--- config.mk ---
export PLATFORM = sky130hd
export DESIGN_NAME = serial_frame_receiver
export DESIGN_NICKNAME = d
export VERILOG_FILES = /design/src/design/sfr_pkg.sv /design/src/design/sfr_ram.sv /design/src/design/sfr_ctrl.sv /design/src/design/sfr_emit.sv /design/src/design/serial_frame_receiver.sv
export SDC_FILE = /design/constraint.sdc
export NUM_CORES = 1
export LEC_CHECK = 0
export BUFFER_PORTS_ARGS = -buffer_cell sky130_fd_sc_hd__buf_2
export CAP_MARGIN = 20
export CORE_MARGIN = 8
export CORE_UTILIZATION = 45
export CTS_BUF_LIST = sky130_fd_sc_hd__clkbuf_2
export CTS_CLUSTER_DIAMETER = 150
export DETAILED_ROUTE_END_ITERATION = 8
export PLACE_DENSITY = 0.71
export SYNTH_ARGS = -nofsm -noshare
export SYNTH_HDL_FRONTEND = slang
export SYNTH_SLANG_ARGS = --single-unit
--- constraint.sdc ---
create_clock -name clk -period 6.1 [get_ports clk]
set_input_delay 0.61 -clock clk [delete_from_list [all_inputs] [get_ports clk]]
set_output_delay 0.61 -clock clk [all_outputs]
set_load 0.02 [all_outputs]
--- src/design/sfr_pkg.sv ---
package sfr_pkg;

  // Store and word sizes.
  localparam int STORE_DEPTH    = 32;
  localparam int MAX_WORD_BYTES = 4;
  // Bytes past the fourth of a word fall outside the 32-bit element.
  localparam int WORD_LANES     = (MAX_WORD_BYTES < 4) ? MAX_WORD_BYTES : 4;
  localparam int NUM_REGS       = 8;
  localparam int REG_IDX_W      = 3;

  // Frame position: three header slots below zero, data slots from zero up.
  localparam int POS_W = 9;
  localparam logic signed [POS_W-1:0] POS_START = -9'sd3;
  localparam logic signed [POS_W-1:0] POS_SIZE  = -9'sd2;
  localparam logic signed [POS_W-1:0] POS_ONE   = 9'sd1;

  // Configuration register indexes.
  typedef enum logic [REG_IDX_W-1:0] {
    REG_ACK      = 3'd0,
    REG_RANGING  = 3'd1,
    REG_HEADING  = 3'd2,
    REG_STATUS   = 3'd3,
    REG_STOP     = 3'd4,
    REG_CHAR     = 3'd5,
    REG_INT      = 3'd6,
    REG_FLOAT    = 3'd7
  } reg_idx_t;

  localparam logic [7:0] REG_RESET [NUM_REGS] =
    '{8'd6, 8'd161, 8'd162, 8'd163, 8'd175, 8'd0, 8'd1, 8'd2};

  typedef enum logic [1:0] {
    MODE_BYTE  = 2'd0,
    MODE_CLEAR = 2'd1,
    MODE_ABORT = 2'd2,
    MODE_NOP   = 2'd3
  } mode_t;

  typedef enum logic [1:0] {
    CMD_RANGING = 2'd0,
    CMD_HEADING = 2'd1,
    CMD_STATE   = 2'd2,
    CMD_NONE    = 2'd3
  } cmd_t;

  typedef enum logic [1:0] {
    ST_NONE = 2'd0,
    ST_DONE = 2'd1,
    ST_BAD  = 2'd2,
    ST_DROP = 2'd3
  } status_t;

  // Link flags seen after an item.
  typedef struct packed {
    logic receiving;
    logic ack_seen;
    logic ack_confirmed;
    logic online;
  } flags_t;

  // Request to the element sequencer when a frame completes.
  typedef struct packed {
    logic       start;
    logic       is_int;
    logic [7:0] size;
    cmd_t       cmd;
  } emit_cmd_t;

  // One payload element from the sequencer.
  typedef struct packed {
    cmd_t        cmd;
    logic [31:0] value;
    logic [4:0]  index;
    logic        last;
  } elem_t;

endpackage

--- src/design/sfr_ram.sv ---
module sfr_ram #(
  parameter int WIDTH = 8,
  parameter int DEPTH = 32
) (
  input  logic                     clk,
  input  logic                     we,
  input  logic [$clog2(DEPTH)-1:0] waddr,
  input  logic [WIDTH-1:0]         wdata,
  input  logic [$clog2(DEPTH)-1:0] raddr,
  output logic [WIDTH-1:0]         rdata
);

  logic [WIDTH-1:0] mem [DEPTH];

  // One write port, one registered read port.
  always_ff @(posedge clk) begin
    if (we) begin
      mem[waddr] <= wdata;
    end
    rdata <= mem[raddr];
  end

endmodule

--- src/design/sfr_ctrl.sv ---
module sfr_ctrl
  import sfr_pkg::*;
#(
  parameter int STORE_DEPTH = sfr_pkg::STORE_DEPTH,
  localparam int AW = $clog2(STORE_DEPTH),
  localparam int ST_W = $clog2(STORE_DEPTH + 1)
) (
  input  logic                 clk,
  input  logic                 rst,
  input  logic                 fire,
  input  logic [1:0]           mode,
  input  logic [7:0]           byte_value,
  input  logic                 cfg_we,
  input  logic [REG_IDX_W-1:0] cfg_index,
  input  logic [7:0]           cfg_data,
  output logic                 ram_we,
  output logic [AW-1:0]        ram_waddr,
  output logic [7:0]           ram_wdata,
  output logic                 status_valid,
  output cmd_t                 status_cmd,
  output status_t              status_code,
  output flags_t               flags,
  output emit_cmd_t            emit_cmd,
  output logic [ST_W-1:0]      emit_stored
);

  localparam logic [8:0] DEPTH_9 = 9'(STORE_DEPTH);

  logic [7:0] cfg_reg [NUM_REGS];

  logic                    in_frame, in_frame_next;
  logic signed [POS_W-1:0] position, position_next;
  logic [7:0]              payload_type, payload_type_next;
  logic [7:0]              element_size, element_size_next;
  logic [7:0]              byte_count, byte_count_next;
  cmd_t                    frame_kind, frame_kind_next;
  logic                    ack_first, ack_first_next;
  logic                    ack_second, ack_second_next;
  logic                    link_up, link_up_next;

  logic    complete;
  logic    show_kind;
  logic    header_bad;
  status_t status;

  // Configuration registers.
  always_ff @(posedge clk) begin
    if (rst) begin
      for (int i = 0; i < NUM_REGS; i++) begin
        cfg_reg[i] <= REG_RESET[i];
      end
    end else if (cfg_we) begin
      cfg_reg[cfg_index] <= cfg_data;
    end
  end

  assign header_bad = (payload_type != cfg_reg[REG_CHAR] &&
                       payload_type != cfg_reg[REG_INT] &&
                       payload_type != cfg_reg[REG_FLOAT]) ||
                      element_size == 8'd0 || byte_count == 8'd0;

  // Receive state update for one item.
  always_comb begin
    in_frame_next     = in_frame;
    position_next     = position;
    payload_type_next = payload_type;
    element_size_next = element_size;
    byte_count_next   = byte_count;
    frame_kind_next   = frame_kind;
    ack_first_next    = ack_first;
    ack_second_next   = ack_second;
    link_up_next      = link_up;
    complete          = 1'b0;
    show_kind         = 1'b0;
    status            = ST_NONE;
    ram_we            = 1'b0;
    if (fire) begin
      unique case (mode_t'(mode))
        MODE_CLEAR: begin
          ack_first_next  = 1'b0;
          ack_second_next = 1'b0;
        end
        MODE_ABORT: begin
          in_frame_next     = 1'b0;
          position_next     = POS_START;
          element_size_next = 8'd0;
        end
        MODE_BYTE: begin
          link_up_next = 1'b1;
          if (!in_frame) begin
            if (byte_value == 8'd0) begin
              // A zero byte between frames is line noise.
            end else if (byte_value == cfg_reg[REG_ACK]) begin
              if (ack_first) begin
                ack_second_next = 1'b1;
              end else begin
                ack_first_next = 1'b1;
              end
            end else if (byte_value == cfg_reg[REG_RANGING]) begin
              in_frame_next   = 1'b1;
              frame_kind_next = CMD_RANGING;
            end else if (byte_value == cfg_reg[REG_HEADING]) begin
              in_frame_next   = 1'b1;
              frame_kind_next = CMD_HEADING;
            end else if (byte_value == cfg_reg[REG_STATUS]) begin
              in_frame_next   = 1'b1;
              frame_kind_next = CMD_STATE;
            end
          end else if (position[POS_W-1]) begin
            // Header bytes: type, element size, byte count.
            if (position == POS_START) begin
              payload_type_next = byte_value;
            end else if (position == POS_SIZE) begin
              element_size_next = byte_value;
            end else begin
              byte_count_next = byte_value;
            end
            position_next = position + POS_ONE;
          end else if (header_bad) begin
            in_frame_next     = 1'b0;
            position_next     = POS_START;
            element_size_next = 8'd0;
            status            = ST_BAD;
            show_kind         = 1'b1;
          end else if (position[7:0] >= byte_count && byte_value == cfg_reg[REG_STOP]) begin
            complete          = 1'b1;
            in_frame_next     = 1'b0;
            position_next     = POS_START;
            element_size_next = 8'd0;
          end else begin
            if ({1'b0, position[7:0]} < DEPTH_9) begin
              ram_we = 1'b1;
            end else begin
              status = ST_DROP;
            end
            if (position[7:0] != 8'hFF) begin
              position_next = position + POS_ONE;
            end
          end
        end
        MODE_NOP: begin
        end
        default: begin
        end
      endcase
    end
  end

  always_ff @(posedge clk) begin
    if (rst) begin
      in_frame     <= 1'b0;
      position     <= POS_START;
      payload_type <= REG_RESET[REG_CHAR];
      element_size <= 8'd0;
      byte_count   <= 8'd0;
      frame_kind   <= CMD_RANGING;
      ack_first    <= 1'b0;
      ack_second   <= 1'b0;
      link_up      <= 1'b0;
    end else begin
      in_frame     <= in_frame_next;
      position     <= position_next;
      payload_type <= payload_type_next;
      element_size <= element_size_next;
      byte_count   <= byte_count_next;
      frame_kind   <= frame_kind_next;
      ack_first    <= ack_first_next;
      ack_second   <= ack_second_next;
      link_up      <= link_up_next;
    end
  end

  assign ram_waddr = position[AW-1:0];
  assign ram_wdata = byte_value;

  // Status transaction for every item that does not complete a frame.
  assign status_valid = fire && !complete;
  assign status_cmd   = (in_frame_next || show_kind) ? frame_kind_next : CMD_NONE;
  assign status_code  = status;

  assign flags.receiving     = in_frame_next;
  assign flags.ack_seen      = ack_first_next;
  assign flags.ack_confirmed = ack_second_next;
  assign flags.online        = link_up_next;

  // Completion request, with the header values taken before they clear.
  assign emit_cmd.start  = fire && complete;
  assign emit_cmd.is_int = (payload_type == cfg_reg[REG_INT]);
  assign emit_cmd.size   = element_size;
  assign emit_cmd.cmd    = frame_kind;
  assign emit_stored     = ({1'b0, byte_count} < DEPTH_9) ? byte_count[ST_W-1:0]
                                                          : ST_W'(STORE_DEPTH);

  // Outside a frame the position always sits at the first header slot.
  a_idle_position: assert property (@(posedge clk) disable iff (rst)
    !in_frame |-> (position == POS_START && element_size == 8'd0))
    else $error("position or element size not cleared outside a frame");

endmodule

--- src/design/sfr_emit.sv ---
module sfr_emit
  import sfr_pkg::*;
#(
  parameter int STORE_DEPTH = sfr_pkg::STORE_DEPTH,
  localparam int AW = $clog2(STORE_DEPTH),
  localparam int ST_W = $clog2(STORE_DEPTH + 1)
) (
  input  logic            clk,
  input  logic            rst,
  input  emit_cmd_t       emit_cmd,
  input  logic [ST_W-1:0] emit_stored,
  input  logic            slot_free,
  output logic [AW-1:0]   ram_raddr,
  input  logic [7:0]      ram_rdata,
  output logic            busy,
  output logic            elem_valid,
  output elem_t           elem,
  output logic            free_bit,
  output logic            barrier_bit
);

  localparam int SUM_W = ((ST_W > 8) ? ST_W : 8) + 1;

  typedef enum logic [3:0] {
    E_IDLE = 4'b0001,
    E_READ = 4'b0010,
    E_ACC  = 4'b0100,
    E_PUT  = 4'b1000
  } emit_state_t;

  emit_state_t state, state_next;

  logic [AW-1:0]   base;
  logic [1:0]      lane;
  logic [4:0]      index;
  logic [31:0]     acc;
  logic [ST_W-1:0] stored;
  logic [7:0]      step;
  logic [2:0]      nb;
  cmd_t            cmd;

  logic [SUM_W-1:0] byte_at;
  logic [SUM_W-1:0] base_step;
  logic             more_bytes;
  logic             last_word;

  // Address of the byte under work and the checks that move the sequencer on.
  assign byte_at    = SUM_W'(base) + SUM_W'(lane);
  assign base_step  = SUM_W'(base) + SUM_W'(step);
  assign more_bytes = (3'(lane) + 3'd1 < nb) && (byte_at + SUM_W'(1) < SUM_W'(stored));
  assign last_word  = (&index) || (base_step >= SUM_W'(stored));
  assign ram_raddr  = AW'(byte_at);

  always_comb begin
    state_next = state;
    unique case (state)
      E_IDLE: if (emit_cmd.start) state_next = E_READ;
      E_READ: state_next = E_ACC;
      E_ACC:  state_next = more_bytes ? E_READ : E_PUT;
      E_PUT: begin
        if (slot_free) begin
          state_next = last_word ? E_IDLE : E_READ;
        end
      end
      default: state_next = E_IDLE;
    endcase
  end

  always_ff @(posedge clk) begin
    if (rst) begin
      state       <= E_IDLE;
      free_bit    <= 1'b0;
      barrier_bit <= 1'b0;
    end else begin
      state <= state_next;
      // The state frame reports the two low bits of its first byte.
      if (state == E_ACC && byte_at == SUM_W'(0) && cmd == CMD_STATE) begin
        free_bit    <= ram_rdata[0];
        barrier_bit <= ram_rdata[1];
      end
    end
  end

  // Word assembly: one byte lane filled per read.
  always_ff @(posedge clk) begin
    unique case (state)
      E_IDLE: begin
        if (emit_cmd.start) begin
          base   <= '0;
          lane   <= 2'd0;
          index  <= 5'd0;
          acc    <= 32'd0;
          stored <= emit_stored;
          cmd    <= emit_cmd.cmd;
          if (emit_cmd.is_int) begin
            step <= emit_cmd.size;
            nb   <= (emit_cmd.size < 8'(WORD_LANES)) ? emit_cmd.size[2:0] : 3'(WORD_LANES);
          end else begin
            step <= 8'd1;
            nb   <= 3'd1;
          end
        end
      end
      E_READ: begin
      end
      E_ACC: begin
        acc[{lane, 3'b000} +: 8] <= ram_rdata;
        if (more_bytes) begin
          lane <= lane + 2'd1;
        end
      end
      E_PUT: begin
        if (slot_free && !last_word) begin
          base  <= AW'(base_step);
          lane  <= 2'd0;
          index <= index + 5'd1;
          acc   <= 32'd0;
        end
      end
      default: begin
      end
    endcase
  end

  assign busy       = (state != E_IDLE);
  assign elem_valid = (state == E_PUT) && slot_free;
  assign elem.cmd   = cmd;
  assign elem.value = acc;
  assign elem.index = index;
  assign elem.last  = last_word;

  a_start_idle: assert property (@(posedge clk) disable iff (rst)
    emit_cmd.start |-> state == E_IDLE)
    else $error("frame completion while elements still being sent");

  a_read_in_store: assert property (@(posedge clk) disable iff (rst)
    state == E_READ |-> byte_at < SUM_W'(stored))
    else $error("read beyond the stored bytes");

  a_lane_in_word: assert property (@(posedge clk) disable iff (rst)
    state == E_ACC |-> 3'(lane) < nb)
    else $error("byte lane beyond word size");

endmodule

--- src/design/serial_frame_receiver.sv ---
// Channel  Direction  Signals                                   Content
// s_*      in         s_tvalid s_tready s_tdata s_tuser         one item: byte or request
// m_*      out        m_tvalid m_tready m_tdata m_tuser m_tlast one status or payload element
// cfg_*    in         cfg_valid cfg_ready cfg_index cfg_data    register write
//
// A status item's result is registered at the edge that accepts it.
// A completing stop byte sends min(elements, 32) results through one shared byte reader:
// each stored byte is read through the E_READ and E_ACC states and each element leaves
// from E_PUT; a raw element reads one byte and an int word at most min(size, 4), fewer where
// the stored bytes end inside it; s_tready stays low until the last one leaves.
// Reset is synchronous; the byte store is not cleared and needs no clearing pass.
// While a result waits with m_tready low, the result register holds and no new item
// is taken.
module serial_frame_receiver
  import sfr_pkg::*;
#(
  parameter int STORE_DEPTH = sfr_pkg::STORE_DEPTH
) (
  input  logic                 clk,
  input  logic                 rst,
  input  logic                 s_tvalid,
  output logic                 s_tready,
  input  logic [7:0]           s_tdata,    // [7:0] byte_value
  input  logic [1:0]           s_tuser,    // [1:0] mode
  output logic                 m_tvalid,
  input  logic                 m_tready,
  output logic [47:0]          m_tdata,    // [1:0] frame_command, [33:2] element_value,
                                           // [38:34] element_index, [39] receiving,
                                           // [40] ack_seen, [41] ack_confirmed,
                                           // [42] free_flag, [43] barrier_flag,
                                           // [45:44] frame_status, [46] online, [47] zero
  output logic [0:0]           m_tuser,    // [0] result_kind
  output logic                 m_tlast,
  input  logic                 cfg_valid,
  output logic                 cfg_ready,
  input  logic [REG_IDX_W-1:0] cfg_index,
  input  logic [7:0]           cfg_data
);

  localparam int AW = $clog2(STORE_DEPTH);
  localparam int ST_W = $clog2(STORE_DEPTH + 1);

  logic            fire;
  logic            slot_free;
  logic            ram_we;
  logic [AW-1:0]   ram_waddr;
  logic [7:0]      ram_wdata;
  logic [AW-1:0]   ram_raddr;
  logic [7:0]      ram_rdata;
  logic            status_valid;
  cmd_t            status_cmd;
  status_t         status_code;
  flags_t          flags;
  emit_cmd_t       emit_cmd;
  logic [ST_W-1:0] emit_stored;
  logic            busy;
  logic            elem_valid;
  elem_t           elem;
  logic            free_bit;
  logic            barrier_bit;

  // Result register.
  logic        out_kind;
  cmd_t        out_cmd;
  logic [31:0] out_value;
  logic [4:0]  out_index;
  logic        out_last;
  flags_t      out_flags;
  logic        out_free;
  logic        out_barrier;
  status_t     out_status;

  assign slot_free = !m_tvalid || m_tready;
  assign s_tready  = !busy && slot_free;
  assign fire      = s_tvalid && s_tready;
  assign cfg_ready = 1'b1;

  sfr_ram #(
    .WIDTH (8),
    .DEPTH (STORE_DEPTH)
  ) u_store (
    .clk   (clk),
    .we    (ram_we),
    .waddr (ram_waddr),
    .wdata (ram_wdata),
    .raddr (ram_raddr),
    .rdata (ram_rdata)
  );

  sfr_ctrl #(
    .STORE_DEPTH (STORE_DEPTH)
  ) u_ctrl (
    .clk          (clk),
    .rst          (rst),
    .fire         (fire),
    .mode         (s_tuser),
    .byte_value   (s_tdata),
    .cfg_we       (cfg_valid),
    .cfg_index    (cfg_index),
    .cfg_data     (cfg_data),
    .ram_we       (ram_we),
    .ram_waddr    (ram_waddr),
    .ram_wdata    (ram_wdata),
    .status_valid (status_valid),
    .status_cmd   (status_cmd),
    .status_code  (status_code),
    .flags        (flags),
    .emit_cmd     (emit_cmd),
    .emit_stored  (emit_stored)
  );

  sfr_emit #(
    .STORE_DEPTH (STORE_DEPTH)
  ) u_emit (
    .clk         (clk),
    .rst         (rst),
    .emit_cmd    (emit_cmd),
    .emit_stored (emit_stored),
    .slot_free   (slot_free),
    .ram_raddr   (ram_raddr),
    .ram_rdata   (ram_rdata),
    .busy        (busy),
    .elem_valid  (elem_valid),
    .elem        (elem),
    .free_bit    (free_bit),
    .barrier_bit (barrier_bit)
  );

  // Output valid: loaded by a status or an element, cleared once taken.
  always_ff @(posedge clk) begin
    if (rst) begin
      m_tvalid <= 1'b0;
    end else if (status_valid || elem_valid) begin
      m_tvalid <= 1'b1;
    end else if (m_tready) begin
      m_tvalid <= 1'b0;
    end
  end

  always_ff @(posedge clk) begin
    if (status_valid) begin
      out_kind    <= 1'b0;
      out_cmd     <= status_cmd;
      out_value   <= 32'd0;
      out_index   <= 5'd0;
      out_last    <= 1'b1;
      out_flags   <= flags;
      out_free    <= free_bit;
      out_barrier <= barrier_bit;
      out_status  <= status_code;
    end else if (elem_valid) begin
      out_kind    <= 1'b1;
      out_cmd     <= elem.cmd;
      out_value   <= elem.value;
      out_index   <= elem.index;
      out_last    <= elem.last;
      out_flags   <= flags;
      out_free    <= free_bit;
      out_barrier <= barrier_bit;
      out_status  <= ST_DONE;
    end
  end

  assign m_tdata = {1'b0, out_flags.online, out_status, out_barrier, out_free,
                    out_flags.ack_confirmed, out_flags.ack_seen, out_flags.receiving,
                    out_index, out_value, out_cmd};
  assign m_tuser = out_kind;
  assign m_tlast = out_last;

  a_one_source: assert property (@(posedge clk) disable iff (rst)
    !(status_valid && elem_valid))
    else $error("status and element loaded into the result register together");

  a_elem_not_receiving: assert property (@(posedge clk) disable iff (rst)
    elem_valid |-> !flags.receiving)
    else $error("element sent while a new frame is open");

endmodule

==> results.yml <==
grt:
  grt_pass1_wl_um: 71600
  grtUsageTotal_pct: 16.9
  antenna_found_initial: 1
  grt_max_degree: 64
  grt_pass1_vias: 13000
  overflow: 0
timing:
  setup_viol: 0
  tns_ns: 0
  min_period_ns: 3.98
  post-route-period-util_pct: 65.2
  slew_violations: 0
  skew_ns: 0.0889
  rsz0062_at_grt: "false"
  fmaxAchievable_mhz: 251
  slew_headroom_pct: 24.8
  hold_viol: 0
  worst_pin_slew_ns: 1.12
setup_path:
  cp_max_fo: 10
  path_class: "flop to flop"
  crit_slowest_cell: "xor2_1"
  reg2reg_from: "u_emit.lane[0]"
  path_cells: "ha_4, inv_1, fa_2, nand3b_1, xor2_1, xnor2_1, ha_1, a21o_1, a211oi_1, and3_1, nand2b_1, and2_1"
  r2r_slack_ns: 2.12
  start_kind: "flop"
  cpPeakStageDelay_ns: 0.89
  crit_path_end_kind: "flop"
  arrival_ns: 4.76
  reg2reg_depth: 12
  cp.required_ns: 6.88
  r2r-end: "u_emit.lane[0]"
logic_synthesis:
  syn_area_um2: 20900
  ys_async_sr_fraction_pct: 0
  netlist-cell-type-count: 69
  ys_seq_area_share_pct: 65.3
  synth_cells: 1470
  avgSynthCellArea_um2: 14.2
  synth-edff-count: 393
  synth-seq-cells: 486
  yosys_warnings: 0
  syn_nets: 1540
  synth_ff_type: "edfxtp_1"
cts:
  cts.root.buffer_cell: "clkbuf_2"
  ctsResizeCount: 0
  clkLatencyLatePin_ns: 1.07
  clkSlewWorstSetupHoldPaths_ns: 0.10
  cts_setup_buffers: 0
  cts_tree: "done"
  cts_buffers: 114
  clk_path_buf_depth: 3
  cts.sinks: 486
  ctsHoldBuffers: 18
  cts.htree.levels: 3
pwr:
  max-vdd-ir-drop_uv: 135
  total_power_mw: 6.30
  p_switching_mw: 1.63
  p_leak_nw: 8.24
  power.clock.fraction_pct: 32.6
  seq_power_share_pct: 59.4
  p_comb_share_pct: 8.0
  netSwitchingFraction_pct: 25.9
  power_density_nw_per_um2: 271
  internal-power_mw: 4.67
die:
  row_count: 79
  start_util_pct: 45.3
  die_area_um2: 53700
  pin_count: 79
  core_area_um2: 46300
  fp.dieH_um: 232
  fp.dieW_um: 232
detailed_routing:
  final_antenna_net_count: 0
  wl_um: 45500
  dr.first_iter.drc_count: 897
  drcViolationCount: 0
  vias_per_cell: 5.37
  num_vias: 12600
  post_drt_wl_per_cell_um: 19.5
  drt_first_pass_iters: 5
worst_hold_path:
  min_to: "u_store.mem[7][5]"
  holdCritPathClass: "primary input to flop"
  hold_start: "s_tdata[5]"
  holdPathStages: 2
final_layout:
  syn2layout_area_growth_pct: 10.9
  final_common_cell: "edfxtp_1"
  final_cell_mix: "393 x edfxtp_1, 174 x clkbuf_2, 136 x nor2_1"
  fin_nets: 1703
  largest_reg_flops: 256
  drive_gt1_share_pct: 23.4
placement:
  io_buffers: 76
  dp_hpwl_um: 29700
  place_congestion: 0.828
job:
  maxCapViolCount: 0
status:
  run_status: "finished clean"
-- metal layers --
layer,vias to the layer above,wire (um),track usage [%],part of all wire [%]
met1,6206,18700,20.8,41
met2,401,23200,29.3,51
met5,-,0,0,0
met4,0,820,6.00,1.8
met3,65,2730,3.64,6.0
li1,5881,-,-,-
-- per-stage QoR --
step           area [um2]  hold WS [ns]  setup slack (ns)  instances  util (%)
2_1_floorplan       20900         0.403              1.47       1470         -
3_3_place_gp        22000         0.412              2.12       2104      47.5
3_5_place_dp        22000         0.424              2.10       2105      47.5
4_1_cts             23200      0.000202              2.06       2336      50.2
5_1_grt             23200        0.0820              1.85       2338      50.2
6_report            23200         0.162              2.12       2338      50.2
-- worst max-delay path by stage --
stage,start,to,slack [ns],cells past startpoint
floorplan,u_emit.base[1],u_emit.lane[0],1.47,12
global placement,u_emit.lane[0],u_emit.lane[0],2.12,12
detailed placement,u_emit.lane[0],u_emit.lane[0],2.10,12
CTS,u_emit.lane[0],u_emit.lane[1],2.06,12
global route,u_emit.lane[0],u_emit.lane[0],1.85,12
finish,u_emit.lane[0],u_emit.lane[0],2.12,12
-- critical path, delay by kind of cell, from the launching register on --
kind / cells / cell delay (ns)
XOR/XNOR: 2 / 1.06
adder cells (fa/ha/maj): 3 / 0.97
AND/OR/NAND/NOR: 4 / 0.66
flip-flops: 1 / 0.59
AO/OA/AOI/OAI: 2 / 0.36
buffers and inverters: 1 / 0.05
-- area by class of cell --
class / instances / area [um2]
diodes: 1 / 2.50
repair buffers: 112 / 713
clock inverters: 40 / 185
multi-input cells: 884 / 6900
well taps: 607 / 759
fillers: 3948 / 23000
clock buffers: 173 / 866
flip-flops and latches: 486 / 13700
inverters: 35 / 131
-- power groups by stage --
stage,clock network [mW],logic (mW),registers [mW]
3_5_place_dp,0,0.498,3.82
6_report,2.06,0.502,3.74
3_3_place_gp,0,0.487,3.82
5_1_grt,2.27,0.551,3.76
2_1_floorplan,0,0.347,3.78
4_1_cts,2.12,0.509,3.75
-- synth_stat cells, drive strengths merged, types with 3 or more instances --
cell type / number / share of area (%)
dfxtp: 93 / 8.9
a21o: 11 / 0.39
nand3b: 9 / 0.32
ha: 42 / 2.5
nor3: 22 / 0.58
a311o: 4 / 0.19
nor2b: 43 / 1.3
xor2: 41 / 1.7
mux4: 80 / 8.6
inv: 35 / 0.63
o21ai: 12 / 0.29
a21oi: 87 / 2.1
mux2: 8 / 0.43
xnor2: 36 / 1.5
nor4: 22 / 0.86
or3: 15 / 0.45
nor4b: 5 / 0.38
nand2b: 12 / 0.36
and2: 42 / 1.3
buf: 27 / 0.72
nor3b: 3 / 0.11
nand3: 33 / 0.85
a22oi: 3 / 0.11
clkbuf: 38 / 0.68
nand2: 116 / 2.1
and3: 11 / 0.33
or2: 16 / 0.48
mux2i: 18 / 0.86
nand4: 9 / 0.27
o2111ai: 4 / 0.17
a31oi: 12 / 0.39
nor2: 139 / 2.5
edfxtp: 393 / 56
-- cell families after synthesis --
kind of cell    after synthesis  share of synthesized area (%)
xor+xnor                     77                           3.22
simple gates                501                           12.3
fa+ha+maj                    44                           2.70
other cells                   2                         0.0359
buf+inv                     100                           2.03
mux                         106                           9.90
flops                       486                           65.3
compound gates              154                           4.52
Power figures use the tool's default switching activity.
